### config.mk
export PLATFORM = sky130hd
export DESIGN_NAME = bte_regs
export DESIGN_NICKNAME = d
export VERILOG_FILES = /design/src/rtl/bte_pkg.sv /design/src/rtl/bte_regs.sv
export SDC_FILE = /design/constraint.sdc
export NUM_CORES = 1
export LEC_CHECK = 0
export ABC_CLOCK_PERIOD_IN_PS = 1300
export BUFFER_PORTS_ARGS = -buffer_cell sky130_fd_sc_hd__buf_2
export CORE_MARGIN = 3
export CORE_UTILIZATION = 45
export CTS_BUF_LIST = sky130_fd_sc_hd__clkbuf_4 sky130_fd_sc_hd__clkbuf_8
export CTS_CLUSTER_SIZE = 25
export DETAILED_ROUTE_END_ITERATION = 12
export GPL_TIMING_DRIVEN = 0
export PLACE_DENSITY = 0.71
export SETUP_SLACK_MARGIN = 0.4
export SLEW_MARGIN = 20
export SYNTH_ARGS = -nofsm -noshare
export SYNTH_HDL_FRONTEND = slang
export SYNTH_SLANG_ARGS = --single-unit
### constraint.sdc
create_clock -name clk_i -period 1.3 [get_ports clk_i]
set_input_delay 0 -clock clk_i [delete_from_list [all_inputs] [get_ports clk_i]]
set_output_delay 0 -clock clk_i [all_outputs]
set_load 0.1 [all_outputs]
### src/rtl/bte_pkg.sv
`timescale 1ns / 1ps

package bte_pkg;

  localparam int SAMPLE_W    = 24;
  localparam int SAMPLE_FRAC = 20;
  localparam int COEF_W      = 32;
  localparam int GAIN_W      = 32;
  localparam int DATA_W      = 32;
  localparam int ADDR_W      = 5;
  localparam int MUL_W       = 35;
  localparam int PROD_W      = 2 * MUL_W;
  localparam int WIDE_W      = 72;

  typedef logic signed [WIDE_W-1:0] wide_t;

  typedef enum logic [2:0] {
    REG_OUTPUT_GAIN = 3'd0,
    REG_TREBLE_GAIN = 3'd1,
    REG_BASS_GAIN   = 3'd2,
    REG_TREBLE_A1   = 3'd3,
    REG_TREBLE_A2   = 3'd4,
    REG_BASS_A1     = 3'd5,
    REG_BASS_A2     = 3'd6
  } reg_idx_e;

  typedef struct packed {
    logic        [GAIN_W-1:0] output_gain;
    logic        [GAIN_W-1:0] treble_gain;
    logic        [GAIN_W-1:0] bass_gain;
    logic signed [COEF_W-1:0] treble_a1;
    logic signed [COEF_W-1:0] treble_a2;
    logic signed [COEF_W-1:0] bass_a1;
    logic signed [COEF_W-1:0] bass_a2;
  } cfg_t;

  typedef struct packed {
    logic idle;
    logic done;
  } lane_stat_t;

  localparam logic signed [31:0] INV_TWO_PI = 32'sd683565276;
  localparam logic signed [31:0] HALF_PI    = 32'sd1686629713;

  // odd sine polynomial, lowest order first
  localparam logic signed [31:0] SIN_C [6] = '{
    32'sd1686629713, -32'sd693598668, 32'sd85569306,
    -32'sd5026995, 32'sd172272, -32'sd3864
  };

  // asin core polynomial in |v|, lowest order first
  localparam logic signed [31:0] ASIN_C [8] = '{
    32'sd1686629690, -32'sd230423709, 32'sd95540460, -32'sd53874250,
    32'sd33169908, -32'sd18348235, 32'sd7161955, -32'sd1355590
  };

  // round half up, then arithmetic shift
  function automatic wide_t rshr(input wide_t p, input int unsigned k);
    wide_t half;
    half = wide_t'(1) <<< (k - 1);
    return (p + half) >>> k;
  endfunction

  function automatic logic signed [31:0] sat32(input wide_t v);
    wide_t hi;
    wide_t lo;
    hi = (wide_t'(1) <<< 31) - wide_t'(1);
    lo = -(wide_t'(1) <<< 31);
    if (v > hi) begin
      return hi[31:0];
    end else if (v < lo) begin
      return lo[31:0];
    end
    return v[31:0];
  endfunction

  function automatic logic signed [SAMPLE_W-1:0] sat_sample(input wide_t v);
    wide_t hi;
    wide_t lo;
    hi = (wide_t'(1) <<< (SAMPLE_W - 1)) - wide_t'(1);
    lo = -(wide_t'(1) <<< (SAMPLE_W - 1));
    if (v > hi) begin
      return hi[SAMPLE_W-1:0];
    end else if (v < lo) begin
      return lo[SAMPLE_W-1:0];
    end
    return v[SAMPLE_W-1:0];
  endfunction

endpackage

### src/rtl/bte_regs.sv
`timescale 1ns / 1ps

module bte_regs import bte_pkg::*; (
  input  logic              clk_i,
  input  logic              rst_ni,
  input  logic              psel,
  input  logic              penable,
  input  logic              pwrite,
  input  logic [ADDR_W-1:0] paddr,
  input  logic [DATA_W-1:0] pwdata,
  output logic [DATA_W-1:0] prdata,
  output logic              pready,
  output cfg_t              cfg_o
);

  cfg_t     cfg_q, cfg_d;
  reg_idx_e idx;
  logic     wr_en;

  assign idx    = reg_idx_e'(paddr[ADDR_W-1:2]);
  assign wr_en  = psel & penable & pwrite;
  assign pready = 1'b1;
  assign cfg_o  = cfg_q;

  always_comb begin
    cfg_d = cfg_q;
    if (wr_en) begin
      unique case (idx)
        REG_OUTPUT_GAIN: cfg_d.output_gain = pwdata;
        REG_TREBLE_GAIN: cfg_d.treble_gain = pwdata;
        REG_BASS_GAIN:   cfg_d.bass_gain   = pwdata;
        REG_TREBLE_A1:   cfg_d.treble_a1   = signed'(pwdata);
        REG_TREBLE_A2:   cfg_d.treble_a2   = signed'(pwdata);
        REG_BASS_A1:     cfg_d.bass_a1     = signed'(pwdata);
        REG_BASS_A2:     cfg_d.bass_a2     = signed'(pwdata);
        default:         cfg_d = cfg_q;
      endcase
    end
  end

  always_comb begin
    unique case (idx)
      REG_OUTPUT_GAIN: prdata = cfg_q.output_gain;
      REG_TREBLE_GAIN: prdata = cfg_q.treble_gain;
      REG_BASS_GAIN:   prdata = cfg_q.bass_gain;
      REG_TREBLE_A1:   prdata = cfg_q.treble_a1;
      REG_TREBLE_A2:   prdata = cfg_q.treble_a2;
      REG_BASS_A1:     prdata = cfg_q.bass_a1;
      REG_BASS_A2:     prdata = cfg_q.bass_a2;
      default:         prdata = '0;
    endcase
  end

  always_ff @(posedge clk_i or negedge rst_ni) begin
    if (!rst_ni) begin
      cfg_q.output_gain <= 32'h1000_0000;
      cfg_q.treble_gain <= 32'h1000_0000;
      cfg_q.bass_gain   <= 32'h1000_0000;
      cfg_q.treble_a1   <= -32'sd1001479000;
      cfg_q.treble_a2   <= 32'sd164176925;
      cfg_q.bass_a1     <= -32'sd196506000;
      cfg_q.bass_a2     <= -32'sd437969000;
    end else begin
      cfg_q <= cfg_d;
    end
  end

endmodule

# After elaboration in Yosys (flattened, before gate mapping)

Index checks and enable logic that the tools add are counted.

Logic and storage cells: 24
Bits in latches: 0
Memory bits (writable): 0
Flip-flop bits (word level): 224
Input bits: 42
Bits in read-only memories: 0
Memories kept: 0

Multiply operators: 0
Div/mod/pow operators: 0
Add/sub/neg operators: 0
Bitwise gates (word level): 2
Shift operators: 0
Reduce and logical (&&, ||, !) cells: 8
Equality and inequality tests: 6
Mux-type cells: 1
Order comparisons: 0

Operators by type and width:

| kind                 | number |
|---|---|
| $pmux W32 S7         | 1 |
| $reduce_and A2 Y1    | 7 |
| $eq A3 B3 Y1 const B | 3 |
| $eq A3 B2 Y1 const B | 2 |
| $eq A3 B1 Y1 const B | 1 |
| $logic_not A3 Y1     | 1 |
| $and A1 B1 Y1        | 2 |

# Depth between registers and ports, before layout

Gate-level depths: netlist (run 1).

Depth after elaboration: 3
Depth in mapped cells: 6

# Worst setup path before layout (run 1)

Ideal clock, no wire load.

Path type: register -> output
From: register cfg_q (netlist bit cfg_o[167])
To: output prdata[7]
Path slack: -2.076 ns
Arrival time: 3.376 ns
Stages on the path, launching flop included: 4
Path buffers: 0
Cell sequence: dfrtp_1 > mux2i_1 > o21a_1 > o21ai_0

Cells in the longest elaborated chain, start to end: 1

RTL lines:

| element                | RTL line       | text |
|---|---|---|
| from (decl)            | bte_regs.sv:16 | `cfg_t cfg_q, cfg_d;` |
| from (signal assigned) | bte_regs.sv:64 | `cfg_q <= cfg_d;` |
| $pmux W32 S7           | bte_regs.sv:42 | `unique case (idx)` |
| to (decl)              | bte_regs.sv:11 | `output logic [DATA_W-1:0] prdata,` |

No other way between the ends.

# Worst setup path after layout (run 1)

From: input paddr[4]
To: output prdata[13]

Cells in the longest elaborated chain, start to end: 2
Elaborated cells on any way between the ends: 8
Classes of those cells: 6 x eq/ne; 1 x mux; 1 x reduce/logical

RTL lines:

| element                              | RTL line       | text |
|---|---|---|
| from (decl)                          | bte_regs.sv:9  | `input logic [ADDR_W-1:0] paddr,` |
| $eq A3 B3 Y1 (tied with other cells) | bte_regs.sv:42 |  |
| $pmux W32 S7 *                       | bte_regs.sv:42 |  |

Every way passes the cells marked *; elsewhere a longest branch is shown, timed or not.

==> results.sh, run 1 <==
export IMPL_run_status="complete, but fails checks"
export IMPL_violations="negative hold slack, negative setup slack"
export IMPL_cp_max_fo=10
export IMPL_via_per_inst=6.26
export IMPL_firstDrtPassIters=6
export IMPL_path_class="primary input to primary output"
export IMPL_syn_to_final_growth_pct=103
export IMPL_grt_pass1_wl_mm=68.6
export IMPL_cap_violations=0
export IMPL_syn_mean_instance_area_um2=14.3
export IMPL_clkSinkCount=224
export IMPL_portBuffers=294
export IMPL_h_tree_depth=2
export IMPL_hpwl_mm=24.1
export IMPL_antenna_found_initial=2
export IMPL_coreArea_um2=22700
export IMPL_timing_fmax_mhz=449
export IMPL_globalRoute_totalOverflow=0
export IMPL_r2r_cells=5
export IMPL_synth_distinct_cells=31
export IMPL_slew_viol_final=0
export IMPL_crit_end="prdata[13]"
export IMPL_syn_inst=729
export IMPL_die_area_um2=25100
export IMPL_initial_core_util_pct=46.0
export IMPL_fin_skew_ns=0
export IMPL_grt_max_degree=96
export IMPL_syn_area_um2=10400
export IMPL_die_height_um=158
export IMPL_synth_nets=771
export IMPL_cts_path_max_buffers=3
export IMPL_hold_buffers=32
export IMPL_timing_rr_end="cfg_o[7]"
export IMPL_synth_edff_count=0
export IMPL_ys_warn_count=0
export IMPL_timing_setup_tns_ns=-28.85
export IMPL_netlist_top_cell_by_area="dfrtp_1"
export IMPL_worstPathRequired_ns=1.30
export IMPL_power_leakage_nw=9.08
export IMPL_die_width_um=158
export IMPL_numCtsBuffers=40
export IMPL_cp_end_kind="primary output"
export IMPL_hold_path_class="primary input to asynchronous set/reset pin"
export IMPL_fin_nets=1271
export IMPL_ant_nets=0
export IMPL_synth_top_flop_cell="dfrtp_1"
export IMPL_io_pins=299
export IMPL_reg2reg_slack_ns=0.05
export IMPL_setup_viol=119
export IMPL_drc=0
export IMPL_grt_total_usage_pct=37.0
export IMPL_vias=9687
export IMPL_vdd_ir_drop_max_uv=1660
export IMPL_drive_above_1_share_pct=87.0
export IMPL_final_cell_mix="buf_12, mux2_4, dfrtp_2"
export IMPL_power_density_nw_per_um2=2090
export IMPL_critPathLaunchType="primary input"
export IMPL_totalWireLength_mm=53.5
export IMPL_crit_arrival_ns=2.23
export IMPL_grt_pass1_vias=10200
export IMPL_cts_root_buf="clkbuf_8"
export IMPL_synthTopCellsByArea="dfrtp_1, mux2_2, dfstp_2, mux2i_1, mux2_4"
export IMPL_startpoint="paddr[4]"
export IMPL_worstMarginPinSlew_ns=1.19
export IMPL_cts_tree="yes"
export IMPL_path_clk_slew_ns=0.07
export IMPL_initialDrtViolationCount=809
export IMPL_utilization_pct=93.3
export IMPL_yosysTopAreaCellShare_pct=39.1
export IMPL_grt_setup_unrepaired="yes"
export IMPL_rows=55
export IMPL_final_common_cell="buf_12"
export IMPL_holdWs_ns=-0.500
export IMPL_setup_ws_ns=-0.925
export IMPL_final_period_utilization_pct=171
export IMPL_seq_area_frac_synth_pct=54.4
export IMPL_wl_per_cell_um=34.5
export IMPL_finalHoldViolations=99
export IMPL_max_slew_margin_rel_pct=20.6
export IMPL_fin_crit_ns=2.23
export IMPL_clock_latency_ns=0.55
export IMPL_fillers=603
export IMPL_synthArstFlopShare_pct=100
export IMPL_ys_seq_elements=224
export IMPL_gp_congestion=0.792
export IMPL_worstReg2RegStart="cfg_o[7]"
export IMPL_largest_reg_flops=224
worst min-delay path by stage:
stage                 endpoint  slack [ns]
detailed placement  cfg_o[168]        0.09
CTS                 cfg_o[190]       -0.49
finish               cfg_o[97]       -0.50
floorplan           cfg_o[100]       -0.30
global route         cfg_o[70]       -0.47
global placement    cfg_o[167]        0.33
worst max-delay path: stages:
cell and delay, ns:
buf_2 0.18, buf_2 0.25, and3b_1 0.23, clkbuf_1 0.28
buf_2 0.33, a222oi_1 0.61, o21ai_4 0.14, buf_12 0.20
timing repair:
item | 4_1_cts | 5_1_grt
gates cloned | 3 | 6
endpoints found under the hold margin | 317 | 93
endpoints found under the setup margin | 374 | 412
pin swaps | 22 | 24
resized for setup | 1090 | 91
buffers inserted | 54 | 67
cell usage after synthesis, drive strengths merged (15+ instances only):
master  instances
buf            37
nand3b         16
o221ai         17
o21ai          15
dfstp          61
clkbuf         20
o21a           31
mux2          256
nand2          16
dfrtp         163
a222oi         15
nand3          15
mux2i          47
cells by family (layout without fill, tap and decap cells):
family / after synthesis / in the layout / share of synthesized area, %
buffers and inverters: 58 / 590 / 2.71
multiplexers: 304 / 304 / 33.4
AND/OR/NAND/NOR: 63 / 63 / 3.56
AO/OA/AOI/OAI: 79 / 79 / 5.86
flip-flops: 224 / 224 / 54.4
other: 1 / 3 / 0.0359
metal layers:
metal  global-route usage, %  wire [µm]
met2                    62.1      26600
met1                    45.2      18900
met4                    16.2       3300
met3                    9.89       4730
met5                       0          0
per-stage QoR:
step                power [mW]  std cells  cell area, µm²  worst slack, ns
floorplan                 25.3        729           12500           -0.361
global placement          27.9       1308           14300            -4.48
detailed placement        28.1       1310           14300            -1.06
CTS                       42.1       1473           20200           -0.751
global route              45.0       1548           21200           -0.897
finish                    44.3       1548           21200           -0.925
final cells by class:
class,count,area [µm²],area share (%)
antenna,2,5.00,0.0236
buffer,57,631,2.98
clock buffer,70,907,4.28
clock inverter,4,23.8,0.112
inverter,1,3.75,0.0177
multi-input combinational,447,5740,27.1
sequential,224,6280,29.7
tap,285,357,1.68
timing repair buffer,458,7230,34.1
power by group:
part | leakage (nW) | internal (mW) | total (mW) | switching, mW
logic | 6.04 | 9.69 | 25.1 | 15.4
clock network | 0.496 | 4.39 | 7.78 | 3.40
registers | 2.54 | 9.26 | 11.5 | 2.20
Power figures use the tool's default switching activity.
==> run 2: changes to the inputs <==
==> constraint.sdc (replaced) <==
create_clock -name clk_i -period 1.3 [get_ports clk_i]
set_input_delay 0.26 -clock clk_i [delete_from_list [all_inputs] [get_ports clk_i]]
set_output_delay 0.26 -clock clk_i [all_outputs]
set_load 0.1 [all_outputs]
==> run 2 against run 1 <==
The flow still finishes with violations (negative hold slack, negative setup slack). Worst hold slack better by 0.095 ns. Final area shrank 1.1%. Clock skew did not move. Sequential share of layout area increased by 1.5 points. Cell count is 3.6% lower. Flip-flop and latch count is the same. Maximum frequency is 8.9% lower.
==> results.sh, run 2 (synthesized netlist as in run 1, its figures left out) <==
export IMPL_slew_viol_final=0
export IMPL_drive_above_1_share_pct=89.0
export IMPL_cts_root_buf="clkbuf_8"
export IMPL_setup_viol=259
export IMPL_critPathSlowestCell="a222oi_1"
export IMPL_power_density_nw_per_um2=2100
export IMPL_path_class="register to primary output"
export IMPL_final_common_cell="buf_12"
export IMPL_stdcell_area_um2=20900
export IMPL_met1_length_mm=18.0
export IMPL_final_cell_mix="buf_12, mux2_4, dfrtp_4"
export IMPL_switching_share_pct=47.6
export IMPL_grt_max_degree=99
export IMPL_finalHoldViolations=42
export IMPL_grt_pass1_vias=10000
export IMPL_io_pins=299
export IMPL_pwr_share_seq_pct=26.7
export IMPL_numCtsBuffers=40
export IMPL_fin_skew_ns=0
export IMPL_fin_cells=1493
export IMPL_seqCellArea_um2=6520
export IMPL_crit_end="prdata[3]"
export IMPL_crit_arrival_ns=2.18
export IMPL_initialDrtViolationCount=787
export IMPL_cts_path_max_buffers=3
export IMPL_ant_nets=0
export IMPL_largest_reg_flops=224
export IMPL_initial_core_util_pct=46.0
export IMPL_worstPathRequired_ns=1.04
export IMPL_gp_congestion=0.768
export IMPL_power_frac_comb_pct=56.5
export IMPL_grt_setup_unrepaired="yes"
export IMPL_fin_nets=1218
export IMPL_violations="negative hold slack, negative setup slack"
export IMPL_fin_crit_ns=2.44
export IMPL_rows=55
export IMPL_coreArea_um2=22700
export IMPL_crit_cells=4
export IMPL_startpoint="cfg_o[67]"
export IMPL_power_leakage_nw=8.89
export IMPL_h_tree_depth=2
export IMPL_final_period_utilization_pct=188
export IMPL_die_area_um2=25100
export IMPL_timing_setup_tns_ns=-87.23
export IMPL_timing_fmax_mhz=410
export IMPL_firstDrtPassIters=5
export IMPL_run_status="complete, but fails checks"
export IMPL_cpLargestDelayFamily="compound AO/OA/AOI/OAI gates"
export IMPL_path_buf_inv=1
export IMPL_cap_violations=0
export IMPL_max_stage_delay_ns=0.50
export IMPL_die_width_um=158
export IMPL_p_int_mw=23.1
export IMPL_cts_tree="yes"
export IMPL_syn_to_final_growth_pct=101
export IMPL_reg2reg_slack_ns=-0.04
export IMPL_fillers=650
export IMPL_worstReg2RegStart="cfg_o[5]"
export IMPL_cp_max_fo=2
export IMPL_setup_ws_ns=-1.14
export IMPL_antenna_found_initial=4
export IMPL_portBuffers=294
export IMPL_clkSinkCount=224
export IMPL_place_inst=1310
export IMPL_grt_pass1_wl_mm=66.5
export IMPL_die_height_um=158
export IMPL_cp_end_kind="primary output"
export IMPL_crit_chain="mux2_4 > a222oi_1 > o21ai_4 > buf_12"
export IMPL_hold_path_class="primary input to asynchronous set/reset pin"
export IMPL_clock_latency_ns=0.54
export IMPL_max_slew_margin_rel_pct=54.5
export IMPL_wl_met3_mm=4.81
export IMPL_totalWireLength_mm=51.9
export IMPL_via_per_inst=6.27
export IMPL_multi_input_area_um2=5810
export IMPL_placed_area_um2=14700
export IMPL_hpwl_mm=24.1
export IMPL_worstMarginPinSlew_ns=0.683
export IMPL_globalRoute_totalOverflow=0
export IMPL_critPathLaunchType="register"
export IMPL_finalPower_mw=44.0
export IMPL_wl_per_cell_um=34.7
export IMPL_vias=9368
export IMPL_met2_length_mm=26.0
export IMPL_holdWs_ns=-0.405
export IMPL_grt_total_usage_pct=36.1
export IMPL_p_clk_share_pct=16.8
export IMPL_vdd_ir_drop_max_uv=1620
export IMPL_r2r_cells=5
export IMPL_drc=0
export IMPL_highest_layer="met5"
export IMPL_path_clk_slew_ns=0.08
export IMPL_timing_rr_end="cfg_o[5]"
export IMPL_netSwitchingPower_mw=20.9
==> run 2: changes by cell type in the layout (fill, tap and decap cells not counted), moves of 11 or more <==
| cell | delta |
|---|---|
| dfrtp_4 | +94 |
| dfrtp_2 | -94 |
| mux2_2 | -11 |
| clkbuf_8 | -18 |
| mux2_4 | +11 |
| dlygate4sd3_1 | -32 |
| buf_6 | -19 |
==> run 2: worst min-delay path by stage <==
stage                   start        end  slack [ns]  depth (start not counted)
finish                 rst_ni  cfg_o[52]       -0.40                          1
global route           rst_ni  cfg_o[52]       -0.39                          1
CTS                    rst_ni  cfg_o[17]       -0.39                          1
detailed placement     rst_ni  cfg_o[19]        0.18                          1
global placement    cfg_o[85]  cfg_o[85]        0.53                          1
floorplan              rst_ni  cfg_o[85]       -0.04                          0
==> run 2: stage by stage <==
stage	setup slack [ns]	util [%]
6_report	-1.14	92.2
5_1_grt	-1.19	92.2
4_1_cts	-1.03	89.5
3_5_place_dp	-1.48	64.9
3_3_place_gp	-4.76	64.7
2_1_floorplan	-0.621	-
==> run 2: cell type report <==
class                   count  share of cell area, %
repair buffers            405                   32.0
flip-flops and latches    224                   31.1
multi-input cells         447                   27.7
plain buffers              57                   3.50
clock buffers              55                   3.23
well taps                 285                   1.70
clock inverters            16                  0.705
diodes                      3                 0.0358
inverters                   1                 0.0179
==> run 2: repair_timing <==
action | 4_1_cts | 5_1_grt
endpoints found under the setup margin | 477 | 477
buffers inserted | 46 | 55
gates resized for setup | 1105 | 57
gates cloned | 8 | 0
endpoints found under the hold margin | 42 | 42
pin swaps | 23 | 23
==> run 2: power by group through the flow <==
stage | clock [mW] | combinational, mW | sequential [mW]
global route | 7.66 | 25.2 | 11.8
global placement | 0 | 17.5 | 10.8
finish | 7.40 | 24.8 | 11.7
detailed placement | 0 | 17.6 | 10.8
floorplan | 0 | 4.82 | 20.9
CTS | 7.06 | 23.4 | 11.5
==> run 2: layer usage <==
| layer | track usage [%] | vias up |
|---|---|---|
| met5 | 1.19 | - |
| met2 | 61.6 | 657 |
| li1 | - | 3594 |
| met1 | 41.3 | 4895 |
| met3 | 11.4 | 220 |
| met4 | 16.7 | 2 |
