===== src/rtl/bte_pkg.sv =====
`timescale 1ns / 1ps

package bte_pkg;

  localparam int SAMPLE_W    = 24;
  localparam int SAMPLE_FRAC = 20;
  localparam int COEF_W      = 32;
  localparam int GAIN_W      = 32;
  localparam int DATA_W      = 32;
  localparam int ADDR_W      = 5;
  localparam int MUL_W       = 35;
  localparam int PROD_W      = 2 * MUL_W;
  localparam int WIDE_W      = 72;

  typedef logic signed [WIDE_W-1:0] wide_t;

  typedef enum logic [2:0] {
    REG_OUTPUT_GAIN = 3'd0,
    REG_TREBLE_GAIN = 3'd1,
    REG_BASS_GAIN   = 3'd2,
    REG_TREBLE_A1   = 3'd3,
    REG_TREBLE_A2   = 3'd4,
    REG_BASS_A1     = 3'd5,
    REG_BASS_A2     = 3'd6
  } reg_idx_e;

  typedef struct packed {
    logic        [GAIN_W-1:0] output_gain;
    logic        [GAIN_W-1:0] treble_gain;
    logic        [GAIN_W-1:0] bass_gain;
    logic signed [COEF_W-1:0] treble_a1;
    logic signed [COEF_W-1:0] treble_a2;
    logic signed [COEF_W-1:0] bass_a1;
    logic signed [COEF_W-1:0] bass_a2;
  } cfg_t;

  typedef struct packed {
    logic idle;
    logic done;
  } lane_stat_t;

  localparam logic signed [31:0] INV_TWO_PI = 32'sd683565276;
  localparam logic signed [31:0] HALF_PI    = 32'sd1686629713;

  // odd sine polynomial, lowest order first
  localparam logic signed [31:0] SIN_C [6] = '{
    32'sd1686629713, -32'sd693598668, 32'sd85569306,
    -32'sd5026995, 32'sd172272, -32'sd3864
  };

  // asin core polynomial in |v|, lowest order first
  localparam logic signed [31:0] ASIN_C [8] = '{
    32'sd1686629690, -32'sd230423709, 32'sd95540460, -32'sd53874250,
    32'sd33169908, -32'sd18348235, 32'sd7161955, -32'sd1355590
  };

  // round half up, then arithmetic shift
  function automatic wide_t rshr(input wide_t p, input int unsigned k);
    wide_t half;
    half = wide_t'(1) <<< (k - 1);
    return (p + half) >>> k;
  endfunction

  function automatic logic signed [31:0] sat32(input wide_t v);
    wide_t hi;
    wide_t lo;
    hi = (wide_t'(1) <<< 31) - wide_t'(1);
    lo = -(wide_t'(1) <<< 31);
    if (v > hi) begin
      return hi[31:0];
    end else if (v < lo) begin
      return lo[31:0];
    end
    return v[31:0];
  endfunction

  function automatic logic signed [SAMPLE_W-1:0] sat_sample(input wide_t v);
    wide_t hi;
    wide_t lo;
    hi = (wide_t'(1) <<< (SAMPLE_W - 1)) - wide_t'(1);
    lo = -(wide_t'(1) <<< (SAMPLE_W - 1));
    if (v > hi) begin
      return hi[SAMPLE_W-1:0];
    end else if (v < lo) begin
      return lo[SAMPLE_W-1:0];
    end
    return v[SAMPLE_W-1:0];
  endfunction

endpackage


===== src/rtl/bte_out_if.sv =====
`timescale 1ns / 1ps

interface bte_out_if import bte_pkg::*; ();
  logic                       valid;
  logic                       ready;
  logic signed [SAMPLE_W-1:0] left_result;
  logic signed [SAMPLE_W-1:0] right_result;

  modport source (output valid, output left_result, output right_result, input ready);
  modport sink (input valid, input left_result, input right_result, output ready);
endinterface


===== src/rtl/bte_merge.sv =====
`timescale 1ns / 1ps

module bte_merge import bte_pkg::*; (
  input  logic                       clk_i,
  input  logic                       rst_ni,
  input  lane_stat_t                 stat_l_i,
  input  lane_stat_t                 stat_r_i,
  input  logic signed [SAMPLE_W-1:0] left_i,
  input  logic signed [SAMPLE_W-1:0] right_i,
  output logic                       ack_o,
  bte_out_if.source                  out_o
);

  logic                       valid_q, valid_d;
  logic signed [SAMPLE_W-1:0] left_q, right_q;
  logic                       load;

  // both lanes finish together; take the pair once the output slot frees
  assign load  = stat_l_i.done & stat_r_i.done & (~valid_q | out_o.ready);
  assign ack_o = load;

  always_comb begin
    valid_d = valid_q;
    if (load) begin
      valid_d = 1'b1;
    end else if (out_o.ready) begin
      valid_d = 1'b0;
    end
  end

  always_ff @(posedge clk_i or negedge rst_ni) begin
    if (!rst_ni) begin
      valid_q <= 1'b0;
    end else begin
      valid_q <= valid_d;
    end
  end

  always_ff @(posedge clk_i) begin
    if (load) begin
      left_q  <= left_i;
      right_q <= right_i;
    end
  end

  assign out_o.valid        = valid_q;
  assign out_o.left_result  = left_q;
  assign out_o.right_result = right_q;

endmodule


===== src/flat_wrapper.sv =====
// flat-port wrapper written by rule: the top's interface ports become plain ports
module bte_merge_flat import bte_pkg::*;
  (clk_i, rst_ni, stat_l_i, stat_r_i, left_i, right_i, ack_o, out_o_valid, out_o_left_result, out_o_right_result, out_o_ready);
  bte_out_if out_o_i ();
  input  logic clk_i;
  input  logic rst_ni;
  input  lane_stat_t stat_l_i;
  input  lane_stat_t stat_r_i;
  input  logic signed [SAMPLE_W-1:0] left_i;
  input  logic signed [SAMPLE_W-1:0] right_i;
  output logic ack_o;
  output wire logic [$bits(out_o_i.valid)-1:0] out_o_valid;
  output wire logic [$bits(out_o_i.left_result)-1:0] out_o_left_result;
  output wire logic [$bits(out_o_i.right_result)-1:0] out_o_right_result;
  input wire logic [$bits(out_o_i.ready)-1:0] out_o_ready;
  assign out_o_valid = out_o_i.valid;
  assign out_o_left_result = out_o_i.left_result;
  assign out_o_right_result = out_o_i.right_result;
  assign out_o_i.ready = out_o_ready;
  bte_merge u_core (.clk_i(clk_i), .rst_ni(rst_ni), .stat_l_i(stat_l_i), .stat_r_i(stat_r_i), .left_i(left_i), .right_i(right_i), .ack_o(ack_o), .out_o(out_o_i));
endmodule

===== config.mk =====
export PLATFORM = sky130hd
export DESIGN_NAME = bte_merge_flat
export DESIGN_NICKNAME = d
export VERILOG_FILES = /design/src/rtl/bte_pkg.sv /design/src/rtl/bte_out_if.sv /design/src/rtl/bte_merge.sv /design/src/flat_wrapper.sv
export SDC_FILE = /design/constraint.sdc
export NUM_CORES = 1
export LEC_CHECK = 0
export BUFFER_PORTS_ARGS = -buffer_cell sky130_fd_sc_hd__buf_2
export CAP_MARGIN = 20
export CORE_UTILIZATION = 40
export DETAILED_ROUTE_END_ITERATION = 16
export PLACE_DENSITY = 0.76
export SYNTH_ARGS = -nofsm -noshare
export SYNTH_HDL_FRONTEND = slang
export SYNTH_SLANG_ARGS = --single-unit

===== constraint.sdc =====
create_clock -name clk_i -period 6.4 [get_ports clk_i]
set_clock_uncertainty 0.1 [all_clocks]
set_input_delay 1.92 -clock clk_i [delete_from_list [all_inputs] [get_ports clk_i]]
set_output_delay 1.92 -clock clk_i [all_outputs]
set_load 0.1 [all_outputs]

# After elaboration in Yosys (flattened, before gate mapping)
# Index checks and enable logic that the tools add are counted.
[totals]
register_bits = 49
latch_bits = 0
ramBits = 0
romBits = 0
mem_count = 0
[classes]
add_sub_neg = 0
multipliers = 0
div = 0
magnitude_cmp = 0
n_eq_ne = 0
shifts = 0
mux = 2
bitwise = 4
n_reduce_logical = 1
[op_table]
columns = ["cell", "n"]
rows = [
  ["1-bit AND", 2],
  ["1-bit 2-to-1 mux", 2],
  ["2-bit nonzero test", 1],
  ["1-bit inverter", 1],
  ["1-bit bitwise OR", 1],
]

# Longest topological paths before layout
# Gate-level depths: netlist of run 1.
[depth]
ltp_word = 4
ltp_mapped = 2
mapped_depth_nobuf = 2

# Worst setup path before layout of run 1
# Ideal clock, no wire load.
[synth_path]
path_type = "input-to-output"
from = "input port out_o_ready"
to = "output port ack_o"
t_arrival_ns = 4.192
path_slack_ns = 0.188
cell_stages = 2
path_cell_list = "inv_1 > a21oi_2"
[synth_between]
elab_chain_len = 2
[synth_rtl]
columns = ["element", "line_no", "text"]
rows = [
  ["start: declaration", "flat_wrapper.sv:15", "input wire logic [$bits(out_o_i.ready)-1:0] out_o_ready;"],
  ["1-bit bitwise OR", "bte_merge.sv:19", "assign load = stat_l_i.done & stat_r_i.done & (~valid_q | out_o.ready);"],
  ["1-bit AND", "bte_merge.sv:19", ""],
  ["end: declaration", "flat_wrapper.sv:11", "output logic ack_o;"],
]
# No other way between the ends.

# Worst setup path in the final report of run 1
[layout_path]
from = "input port stat_l_i[0] (netlist name)"
to = "output port ack_o"
[layout_between]
elab_chain_len = 2
[layout_rtl]
columns = ["element", "line_no", "text"]
rows = [
  ["start: declaration", "flat_wrapper.sv:7", "input lane_stat_t stat_l_i;"],
  ["1-bit AND (2 in a row)", "bte_merge.sv:19", ""],
]
# No other way between the ends.

==> impl_metrics.prom, run 1 <==
# TYPE chip_impl_metric gauge
chip_impl_metric{name="drtAntennaViolNets",unit=""} 0
chip_impl_metric{name="core_utilization_of_the_finished_layout",unit="%"} 63.1
chip_impl_metric{name="place_worst_setup_slack",unit="ps"} 1690
chip_impl_metric{name="synth.yosys.warnings",unit=""} 0
chip_impl_metric{name="timing.final.crit_share",unit="%"} 73.5
chip_impl_metric{name="min_path_cells",unit=""} 2
chip_impl_metric{name="cp_data_required_time",unit="ps"} 4380
chip_impl_info{name="post_synth_main_area_contributors",value="edfxtp_1, dfrtp_1, a21oi_2, o21ai_2, inv_1"} 1
chip_impl_metric{name="die_width",unit="µm"} 63.1
chip_impl_metric{name="post-route-cell-area",unit="µm²"} 2190
chip_impl_metric{name="internal-power",unit="W"} 0.000506
chip_impl_metric{name="final_hold_viol_count",unit=""} 0
chip_impl_metric{name="io_buffers",unit=""} 102
chip_impl_info{name="reg2reg_to",value="u_core.out_o.left_result[7]"} 1
chip_impl_info{name="slowest_stage",value="buf_2"} 1
chip_impl_metric{name="share_comb_of_total_power",unit="%"} 18.4
chip_impl_metric{name="cap_violations",unit=""} 0
chip_impl_metric{name="die_height",unit="µm"} 63.1
chip_impl_info{name="start_kind",value="primary input"} 1
chip_impl_metric{name="core_area",unit="µm²"} 3470
chip_impl_metric{name="num-fill-cells",unit=""} 275
chip_impl_metric{name="placedCellCount",unit=""} 203
chip_impl_info{name="tritoncts",value="yes"} 1
chip_impl_metric{name="grt_pass1_vias",unit=""} 943
chip_impl_metric{name="setup-tns-final",unit="ps"} 0
chip_impl_metric{name="clk_latency",unit="ps"} 290
chip_impl_metric{name="synth_cells",unit=""} 54
chip_impl_info{name="worstSetupEndpointType",value="output port"} 1
chip_impl_metric{name="detailed_place.area",unit="µm²"} 2080
chip_impl_metric{name="setup_viol_count_final",unit=""} 0
chip_impl_metric{name="cellPowerDensity",unit="nW/µm²"} 328
chip_impl_metric{name="final_nets",unit=""} 219
chip_impl_metric{name="power_switching",unit="W"} 0.000211
chip_impl_info{name="rr_startpoint",value="u_core.out_o.valid"} 1
chip_impl_info{name="hold_end",value="u_core.out_o.valid"} 1
chip_impl_info{name="timing.critical_path.max_delay_family",value="buffers and inverters"} 1
chip_impl_metric{name="critical_path_arrival",unit="ps"} 2680
chip_impl_metric{name="postLayoutSetupSlackWorst",unit="ps"} 1700
chip_impl_info{name="unrepaired_setup_endpoints_after_global_routing",value="false"} 1
chip_impl_metric{name="p_sw_share",unit="%"} 29.4
chip_impl_metric{name="post_cts.resized_instances",unit=""} 0
chip_impl_metric{name="yosys.cell_types.count",unit=""} 6
chip_impl_metric{name="sequentialPowerShare",unit="%"} 51.9
chip_impl_metric{name="cell_area_synth",unit="µm²"} 1500
chip_impl_info{name="timing.hold.worst.start",value="u_core.out_o.valid"} 1
chip_impl_metric{name="number_of_register_bits_inferred_by_synthesis",unit=""} 49
chip_impl_metric{name="grt_antenna_before_repair",unit=""} 0
chip_impl_info{name="clock_tree.root_cell",value="clkbuf_8"} 1
chip_impl_metric{name="power_frac_clock",unit="%"} 29.7
chip_impl_info{name="crit_chain",value="buf_2 -> nand2_1 -> a21oi_4 -> buf_2"} 1
chip_impl_metric{name="num_io_pins",unit=""} 105
chip_impl_metric{name="total_leakage_power",unit="nW"} 0.940
chip_impl_metric{name="initial_core_util",unit="%"} 43.1
chip_impl_metric{name="drt_pass1_iterations",unit=""} 4
chip_impl_metric{name="syn_avg_cell_area",unit="µm²"} 27.7
chip_impl_metric{name="syn-num-nets",unit=""} 109
chip_impl_metric{name="post_drt_via_cell_ratio",unit=""} 4.25
chip_impl_metric{name="std_cell_rows",unit=""} 21
chip_impl_metric{name="post_cts.repair.setup_buffers",unit=""} 0
chip_impl_metric{name="ir_drop",unit="mV"} 0.201
chip_impl_metric{name="synth.yosys.seq_area_share",unit="%"} 98.1
chip_impl_metric{name="clk_transition_reported_paths",unit="ps"} 90
chip_impl_metric{name="cts_hold_buffers",unit=""} 0
chip_impl_metric{name="htree_num_levels",unit=""} 2
chip_impl_metric{name="layout-drive-gt1-share",unit="%"} 67.9
chip_impl_info{name="critical_path.most_common_cell",value="buf_2"} 1
chip_impl_metric{name="min_period",unit="ps"} 4700
chip_impl_metric{name="worst_margin_slew",unit="ps"} 579
chip_impl_metric{name="max_freq",unit="GHz"} 0.213
chip_impl_metric{name="clock_path_buffers",unit=""} 2
chip_impl_metric{name="dieArea",unit="µm²"} 3990
chip_impl_metric{name="register_to_register_path_depth",unit=""} 2
chip_impl_info{name="synth.largest_area_cell",value="edfxtp_1"} 1
chip_impl_metric{name="routed_wire_length_per_instance",unit="µm"} 13.3
chip_impl_metric{name="antennaDiodeCount",unit=""} 0
chip_impl_metric{name="gpl.final_weighted_congestion",unit=""} 0.726
chip_impl_metric{name="report.final.slew_viol_count",unit=""} 0
chip_impl_info{name="run_status",value="completed"} 1
chip_impl_info{name="setup.worst_path.class",value="primary input to output port"} 1
chip_impl_metric{name="grt_max_degree",unit=""} 49
chip_impl_metric{name="drc_violation_total_after_the_first_tritonroute_iteration",unit=""} 24
chip_impl_metric{name="number_of_buffers_inserted_during_clock_tree_synthesis",unit=""} 5
chip_impl_metric{name="route.final.wire_length",unit="mm"} 2.81
chip_impl_metric{name="route.detailed.drc",unit=""} 0
chip_impl_metric{name="syn2layout_area_growth",unit="%"} 46.4
chip_impl_metric{name="critical_path.max_fanout",unit=""} 2
chip_impl_metric{name="reg2reg_setup_slack",unit="ps"} 4800
chip_impl_metric{name="worst_slew_margin_rel",unit="%"} 61.4
chip_impl_metric{name="synth.top_cell.area_share",unit="%"} 96.4
chip_impl_metric{name="clock_sinks",unit=""} 49
chip_impl_info{name="worst_hold_path_type",value="flip-flop to flip-flop"} 1
chip_impl_metric{name="grt_overflow_total",unit=""} 0
chip_impl_metric{name="crit_buf_inv",unit=""} 2
chip_impl_metric{name="cp_slowest_stage_delay",unit="ps"} 440
chip_impl_metric{name="grt_util_all_layers",unit="%"} 14.9
chip_impl_metric{name="via_count",unit=""} 896
chip_impl_metric{name="grt_pass1_wl",unit="mm"} 4.22
chip_impl_metric{name="layoutNonFillerInstCount",unit=""} 211
==> worst reg2reg max path, stage by stage, from the launching register on <==
cell     delay [ps]
dfrtp_1         440
a21oi_4         170
buf_4           500
==> power by group through the flow <==
stage          Combinational, W  Sequential [W]  Clock [W]
4_1_cts                0.000133        0.000373   0.000220
5_1_grt                0.000136        0.000374   0.000233
6_report               0.000132        0.000372   0.000213
3_5_place_dp           0.000133        0.000380          0
2_1_floorplan        0.00000879        0.000475          0
3_3_place_gp           0.000131        0.000379          0
==> synth_stat cells <==
cell,n
edfxtp_1,48
inv_1,2
a21oi_2,1
dfrtp_1,1
nand2_1,1
o21ai_2,1
==> layer usage <==
| metal | GRT usage, % | wire [µm] | vias up |
|---|---|---|---|
| li1 | - | - | 430 |
| met1 | 13.9 | 934 | 401 |
| met2 | 24.7 | 1460 | 63 |
| met3 | 9.06 | 385 | 2 |
| met4 | 8.14 | 27 | 0 |
| met5 | 0 | 0 | - |
==> per-stage QoR <==
stage	hold WS, ps	total power, W
finish	501	0.000718
global route	518	0.000743
CTS	500	0.000725
detailed placement	487	0.000512
global placement	472	0.000510
floorplan	907	0.000484
==> sequential cells by signal, indices dropped and copies added, names as in the netlist <==
name / count
u_core.out_o.left_result: 24
u_core.out_o.valid: 1
u_core.out_o.right_result: 24
==> how the worst max path moves through the flow <==
stage	slack (ps)	to	from	depth (start not counted)
2_1_floorplan	190	ack_o	out_o_ready	2
6_report	1700	ack_o	stat_l_i[0]	4
3_3_place_gp	1720	ack_o	stat_r_i[0]	4
4_1_cts	1690	ack_o	stat_l_i[0]	4
5_1_grt	1650	ack_o	stat_l_i[0]	4
3_5_place_dp	1690	ack_o	stat_l_i[0]	4
==> kinds of logic after synthesis <==
logic type	Yosys count	share of synthesized area (%)
DFF	49	98.1
AOI/OAI and AO/OA	2	1.17
buffers and inverters	2	0.502
and+or+nand+nor	1	0.251
==> placed cells by master, fill, tap and decap left out, drive strengths merged <==
master / instances
dfrtp: 1
edfxtp: 48
buf: 103
a21oi: 1
clkbuf: 6
bufinv: 1
nand2: 1
clkinv: 1
o21ai: 1
inv: 2
==> layout make-up <==
type | instances | area [µm²] | share of cell area [%]
clock buffers | 6 | 72.6 | 3.31
well taps | 46 | 57.6 | 2.63
flip-flops and latches | 49 | 1470 | 67.0
inverters | 2 | 7.51 | 0.343
clock inverters | 2 | 38.8 | 1.77
repair buffers | 103 | 518 | 23.7
multi-input cells | 3 | 28.8 | 1.31
No activity file was read; power rests on OpenSTA's default activity.
==> inputs of run 2 (changes only) <==
- CORE_UTILIZATION: 40 -> 36
- PLACE_DENSITY: 0.76 -> 0.72
- clock period: 6.4 -> 3.8 ns (I/O delays scaled with it)
==> run 2 against run 1 <==
- critical path depth stayed put
- global-route usage is 2.4 points lower
- power is 62% higher
- count of clock-buffer cells in the layout stayed put
- utilization is 8.2 points lower
- register-to-register slack worse by 2600 ps
- die area is 11% higher
- via count is 0.56% lower
- hold slack worse by 5.0 ps
- cell count is 1.9% higher
- largest cell class unchanged
- highest routed layer unchanged
==> impl_metrics.prom, run 2 (synthesized netlist as in run 1, its figures left out) <==
# TYPE chip_impl_metric gauge
chip_impl_info{name="run_status",value="completed"} 1
chip_impl_metric{name="worst_slew_margin_rel",unit="%"} 62.3
chip_impl_metric{name="met1_usage",unit="%"} 10.2
chip_impl_metric{name="place_worst_setup_slack",unit="ps"} 860
chip_impl_info{name="layout_commonest_cell",value="buf_2"} 1
chip_impl_metric{name="drt_pass1_iterations",unit=""} 2
chip_impl_metric{name="core_utilization_of_the_finished_layout",unit="%"} 55.0
chip_impl_metric{name="die_width",unit="µm"} 66.4
chip_impl_info{name="tritoncts",value="yes"} 1
chip_impl_metric{name="setup-tns-final",unit="ps"} 0
chip_impl_metric{name="drtAntennaViolNets",unit=""} 0
chip_impl_metric{name="dieArea",unit="µm²"} 4410
chip_impl_metric{name="ir_drop",unit="mV"} 0.311
chip_impl_info{name="clock_tree.root_cell",value="clkbuf_8"} 1
chip_impl_metric{name="syn2layout_area_growth",unit="%"} 47.0
chip_impl_info{name="unrepaired_setup_endpoints_after_global_routing",value="false"} 1
chip_impl_metric{name="setup_viol_count_final",unit=""} 0
chip_impl_info{name="slowest_stage",value="buf_12"} 1
chip_impl_metric{name="post_drt_via_cell_ratio",unit=""} 4.14
chip_impl_metric{name="cellPowerDensity",unit="nW/µm²"} 530
chip_impl_metric{name="groute.layer.met3.usage",unit="%"} 8.62
chip_impl_metric{name="io_buffers",unit=""} 102
chip_impl_metric{name="via_count",unit=""} 891
chip_impl_metric{name="htree_num_levels",unit=""} 2
chip_impl_metric{name="clock_sinks",unit=""} 49
chip_impl_metric{name="clk_latency",unit="ps"} 290
chip_impl_metric{name="grt_util_all_layers",unit="%"} 12.5
chip_impl_metric{name="crit_buf_inv",unit=""} 2
chip_impl_metric{name="drc_violation_total_after_the_first_tritonroute_iteration",unit=""} 14
chip_impl_metric{name="grt_antenna_before_repair",unit=""} 0
chip_impl_metric{name="grt_pass1_wl",unit="mm"} 3.71
chip_impl_info{name="start_kind",value="primary input"} 1
chip_impl_metric{name="post_cts.resized_instances",unit=""} 0
chip_impl_metric{name="gpl.final_weighted_congestion",unit=""} 0.677
chip_impl_metric{name="critical_path.max_fanout",unit=""} 2
chip_impl_metric{name="sequentialPowerShare",unit="%"} 53.8
chip_impl_info{name="crit_chain",value="buf_2 -> nand2_1 -> a21oi_4 -> buf_12"} 1
chip_impl_metric{name="power_switching",unit="W"} 0.000357
chip_impl_metric{name="p_sw_share",unit="%"} 30.7
chip_impl_metric{name="cp_slowest_stage_delay",unit="ps"} 190
chip_impl_metric{name="register_to_register_path_depth",unit=""} 2
chip_impl_info{name="layout_common_cells",value="buf_2, edfxtp_1, clkbuf_8"} 1
chip_impl_metric{name="placedCellCount",unit=""} 207
chip_impl_metric{name="std_cell_rows",unit=""} 23
chip_impl_metric{name="total_leakage_power",unit="nW"} 0.940
chip_impl_metric{name="final_hold_viol_count",unit=""} 0
chip_impl_metric{name="route.final.wire_length",unit="mm"} 2.67
chip_impl_metric{name="internal-power",unit="W"} 0.000808
chip_impl_metric{name="grt_max_degree",unit=""} 49
chip_impl_metric{name="route.detailed.drc",unit=""} 0
chip_impl_metric{name="die_height",unit="µm"} 66.4
chip_impl_metric{name="max_freq",unit="GHz"} 0.341
chip_impl_metric{name="post_cts.repair.setup_buffers",unit=""} 0
chip_impl_info{name="worstSetupEndpointType",value="output port"} 1
chip_impl_info{name="timing.critical_path.max_delay_family",value="buffers and inverters"} 1
chip_impl_metric{name="clk_transition_reported_paths",unit="ps"} 90
chip_impl_metric{name="grt_use_met2",unit="%"} 21.4
chip_impl_metric{name="layoutNonFillerInstCount",unit=""} 215
chip_impl_metric{name="antennaDiodeCount",unit=""} 0
chip_impl_metric{name="report.final.slew_viol_count",unit=""} 0
chip_impl_metric{name="timing.final.crit_share",unit="%"} 77.2
chip_impl_metric{name="min_period",unit="ps"} 2930
chip_impl_metric{name="share_comb_of_total_power",unit="%"} 19.3
chip_impl_metric{name="critical_path_arrival",unit="ps"} 1690
chip_impl_metric{name="grt_overflow_total",unit=""} 0
chip_impl_metric{name="core_area",unit="µm²"} 4000
chip_impl_metric{name="cap_violations",unit=""} 0
chip_impl_metric{name="reg2reg_setup_slack",unit="ps"} 2160
chip_impl_metric{name="power_frac_clock",unit="%"} 27.0
chip_impl_metric{name="worst_margin_slew",unit="ps"} 566
chip_impl_metric{name="hold_slack",unit="ps"} 496
chip_impl_metric{name="num_io_pins",unit=""} 105
chip_impl_info{name="reg2reg_to",value="u_core.out_o.right_result[11]"} 1
chip_impl_metric{name="cts_hold_buffers",unit=""} 0
chip_impl_metric{name="initial_core_util",unit="%"} 37.4
chip_impl_info{name="grt-busiest-layer",value="met2"} 1
chip_impl_metric{name="grt_pass1_vias",unit=""} 868
chip_impl_metric{name="routed_wire_length_per_instance",unit="µm"} 12.4
chip_impl_metric{name="final_nets",unit=""} 219
chip_impl_metric{name="number_of_buffers_inserted_during_clock_tree_synthesis",unit=""} 5
chip_impl_info{name="worst_hold_path_type",value="primary input to asynchronous set/reset pin"} 1
chip_impl_info{name="rr_startpoint",value="u_core.out_o.valid"} 1
chip_impl_metric{name="cp_data_required_time",unit="ps"} 2560
chip_impl_metric{name="clock_path_buffers",unit=""} 2
chip_impl_metric{name="layout-drive-gt1-share",unit="%"} 68.5
chip_impl_info{name="setup.worst_path.class",value="primary input to output port"} 1
chip_impl_metric{name="postLayoutSetupSlackWorst",unit="ps"} 867
==> run 2: routing by layer <==
metal | share of wire [%] | wire (µm)
met4 | 1.2 | 31
met3 | 15 | 391
met5 | 0 | 0
met1 | 31 | 831
met2 | 53 | 1410
==> run 2: area by class of cell <==
class,instances,area [µm²]
flip-flops and latches,49,1470
inverters,2,7.51
well taps,50,62.6
clock buffers,6,82.6
repair buffers,103,533
multi-input cells,3,28.8
fillers,323,1800
clock inverters,2,17.5
==> run 2: how the worst max path moves through the flow <==
stage	from	to	slack [ps]	depth (start not counted)
2_1_floorplan	stat_l_i[0]	ack_o	30	2
3_3_place_gp	stat_l_i[0]	ack_o	870	4
3_5_place_dp	stat_l_i[0]	ack_o	860	4
4_1_cts	stat_l_i[0]	ack_o	860	4
5_1_grt	stat_l_i[0]	ack_o	850	4
6_report	stat_l_i[0]	ack_o	870	4
==> run 2: power by group through the flow <==
stage	registers, W	clock network, W	logic (W)
2_1_floorplan	0.000800	0	0.0000155
3_3_place_gp	0.000638	0	0.000223
3_5_place_dp	0.000639	0	0.000227
4_1_cts	0.000627	0.000327	0.000227
5_1_grt	0.000629	0.000346	0.000231
6_report	0.000627	0.000314	0.000225
==> run 2: worst reg2reg max path, stage by stage, from the launching register on <==
cell and delay, ps:
dfrtp_1 440, a21oi_4 210, buf_4 500
==> run 2: stage by stage <==
stage / area [µm²] / total power [W]
5_1_grt: 2200 / 0.00121
3_5_place_dp: 2100 / 0.000866
2_1_floorplan: 1500 / 0.000815
4_1_cts: 2200 / 0.00118
6_report: 2200 / 0.00117
3_3_place_gp: 2100 / 0.000861
==> inputs of run 3 (changes only) <==
- CORE_UTILIZATION: 36 -> 40
- PLACE_DENSITY: 0.72 -> 0.76
- clock period: 3.8 -> 2.85 ns (I/O delays scaled with it)
==> run 3 against run 2 <==
- combinational power is 35% higher
- setup slack worse by 360 ps
- critical path depth unchanged
- sequential power up 33%
- critical path type unchanged
==> impl_metrics.prom, run 3 (synthesized netlist as in run 1, its figures left out) <==
# TYPE chip_impl_metric gauge
chip_impl_info{name="run_status",value="completed"} 1
chip_impl_metric{name="pwr_total",unit="W"} 0.00164
chip_impl_metric{name="postLayoutSetupSlackWorst",unit="ps"} 504
chip_impl_metric{name="layoutNonFillerInstCount",unit=""} 211
chip_impl_metric{name="power_switching",unit="W"} 0.000496
chip_impl_info{name="timing.critical_path.max_delay_family",value="buffers and inverters"} 1
chip_impl_metric{name="critical_path.max_fanout",unit=""} 2
chip_impl_info{name="worst_hold_path_type",value="primary input to asynchronous set/reset pin"} 1
chip_impl_metric{name="p_sw_share",unit="%"} 30.2
chip_impl_metric{name="sequentialPowerShare",unit="%"} 50.9
chip_impl_info{name="setup.worst_path.class",value="primary input to output port"} 1
chip_impl_metric{name="crit_buf_inv",unit=""} 2
chip_impl_metric{name="placedCellCount",unit=""} 203
chip_impl_info{name="layout_common_cells",value="buf_2, edfxtp_1, clkbuf_8"} 1
chip_impl_info{name="unrepaired_setup_endpoints_after_global_routing",value="false"} 1
chip_impl_metric{name="syn2layout_area_growth",unit="%"} 49.1
chip_impl_metric{name="cap_violations",unit=""} 0
chip_impl_metric{name="min_period",unit="ps"} 2350
chip_impl_metric{name="worst_slew_margin_rel",unit="%"} 61.2
chip_impl_metric{name="worst_margin_slew",unit="ps"} 581
chip_impl_metric{name="grt_pass1_wl",unit="mm"} 4.24
chip_impl_metric{name="drtAntennaViolNets",unit=""} 0
chip_impl_metric{name="share_comb_of_total_power",unit="%"} 18.5
chip_impl_metric{name="std_cell_rows",unit=""} 21
chip_impl_metric{name="ir_drop",unit="mV"} 0.431
chip_impl_metric{name="post_cts.resized_instances",unit=""} 0
chip_impl_info{name="clock_tree.root_cell",value="clkbuf_8"} 1
chip_impl_metric{name="critical_path_arrival",unit="ps"} 1390
chip_impl_metric{name="register_to_register_path_depth",unit=""} 2
chip_impl_metric{name="grt_util_all_layers",unit="%"} 14.9
chip_impl_metric{name="io_buffers",unit=""} 102
chip_impl_info{name="slowest_stage",value="buf_12"} 1
chip_impl_metric{name="htree_num_levels",unit=""} 2
chip_impl_metric{name="max_freq",unit="GHz"} 0.426
chip_impl_info{name="crit_chain",value="buf_2 -> nand2_8 -> a21oi_4 -> buf_12"} 1
chip_impl_metric{name="grt_overflow_total",unit=""} 0
chip_impl_metric{name="total_leakage_power",unit="nW"} 0.948
chip_impl_metric{name="initial_core_util",unit="%"} 43.1
chip_impl_metric{name="timing.final.crit_share",unit="%"} 82.3
chip_impl_metric{name="antennaDiodeCount",unit=""} 0
chip_impl_metric{name="place_worst_setup_slack",unit="ps"} 500
chip_impl_metric{name="cp_data_required_time",unit="ps"} 1900
chip_impl_metric{name="die_height",unit="µm"} 63.1
chip_impl_metric{name="drt_pass1_iterations",unit=""} 4
chip_impl_metric{name="drc_violation_total_after_the_first_tritonroute_iteration",unit=""} 32
chip_impl_metric{name="report.final.slew_viol_count",unit=""} 0
chip_impl_info{name="tritoncts",value="yes"} 1
chip_impl_metric{name="setup_viol_count_final",unit=""} 0
chip_impl_metric{name="grt_antenna_before_repair",unit=""} 0
chip_impl_metric{name="layout-drive-gt1-share",unit="%"} 70.3
chip_impl_metric{name="cp_slowest_stage_delay",unit="ps"} 190
chip_impl_metric{name="gpl.final_weighted_congestion",unit=""} 0.721
chip_impl_metric{name="dieArea",unit="µm²"} 3990
chip_impl_metric{name="core_utilization_of_the_finished_layout",unit="%"} 64.3
chip_impl_info{name="layout_commonest_cell",value="buf_2"} 1
chip_impl_metric{name="cellPowerDensity",unit="nW/µm²"} 736
chip_impl_metric{name="post_drt_via_cell_ratio",unit=""} 4.24
chip_impl_metric{name="via_count",unit=""} 894
chip_impl_info{name="worstSetupEndpointType",value="output port"} 1
chip_impl_metric{name="grt_max_degree",unit=""} 49
chip_impl_metric{name="core_area",unit="µm²"} 3470
chip_impl_metric{name="route.detailed.drc",unit=""} 0
chip_impl_metric{name="cts_hold_buffers",unit=""} 0
chip_impl_metric{name="number_of_buffers_inserted_during_clock_tree_synthesis",unit=""} 5
chip_impl_metric{name="clock_path_buffers",unit=""} 2
chip_impl_metric{name="final_nets",unit=""} 219
chip_impl_metric{name="critical_path_cell_count",unit=""} 4
chip_impl_metric{name="power_frac_clock",unit="%"} 30.6
chip_impl_metric{name="internal-power",unit="W"} 0.00115
chip_impl_metric{name="clock_sinks",unit=""} 49
chip_impl_metric{name="routed_wire_length_per_instance",unit="µm"} 13.4
chip_impl_metric{name="final_hold_viol_count",unit=""} 0
chip_impl_info{name="start_kind",value="primary input"} 1
chip_impl_metric{name="die_width",unit="µm"} 63.1
chip_impl_metric{name="clk_transition_reported_paths",unit="ps"} 90
chip_impl_metric{name="post_cts.repair.setup_buffers",unit=""} 0
chip_impl_metric{name="grt_pass1_vias",unit=""} 947
chip_impl_metric{name="num_io_pins",unit=""} 105
chip_impl_metric{name="clk_latency",unit="ps"} 300
chip_impl_metric{name="route.final.wire_length",unit="mm"} 2.82
==> run 3: path summary, 6_finish.rpt <==
check / startpoint / endpoint / slack (ps)
setup / recovery: stat_l_i[0] / ack_o / 500
hold / removal: rst_ni / u_core.out_o.valid / 210
setup reg to reg: u_core.out_o.valid / u_core.out_o.right_result[22] / 1250
hold reg to reg: u_core.out_o.valid / u_core.out_o.valid / 480
max in group asynchronous: rst_ni / u_core.out_o.valid / 2350
min in group clk_i: u_core.out_o.valid / u_core.out_o.valid / 480
==> run 3: layout make-up <==
type | count | area [µm²]
inverter | 2 | 10.0
fill | 250 | 1240
tap | 46 | 57.6
clock buffer | 5 | 68.8
multi-input combinational | 3 | 45.0
clock inverter | 3 | 47.5
sequential | 49 | 1470
timing repair buffer | 103 | 533
==> run 3: metrics by stage <==
step / TNS [ps] / hold slack (ps) / area (µm²)
3_5_place_dp: 0 / 462 / 2110
6_report: 0 / 208 / 2230
2_1_floorplan: -280 / 459 / 1520
4_1_cts: 0 / 195 / 2230
3_3_place_gp: 0 / 455 / 2110
5_1_grt: 0 / 195 / 2230
==> run 3: routing by layer <==
metal,GRT usage [%],share of wire (%)
met4,8.43,1.5
met1,13.8,33
met5,0,0
met2,26.1,54
met3,7.43,11
==> run 3: power groups by stage <==
stage / Combinational, W / Sequential (W) / Clock [W]
final: 0.000304 / 0.000836 / 0.000502
after global routing: 0.000312 / 0.000839 / 0.000534
after CTS: 0.000306 / 0.000836 / 0.000515
after detailed placement: 0.000305 / 0.000852 / 0
after global placement: 0.000301 / 0.000851 / 0
after floorplan: 0.0000222 / 0.00107 / 0
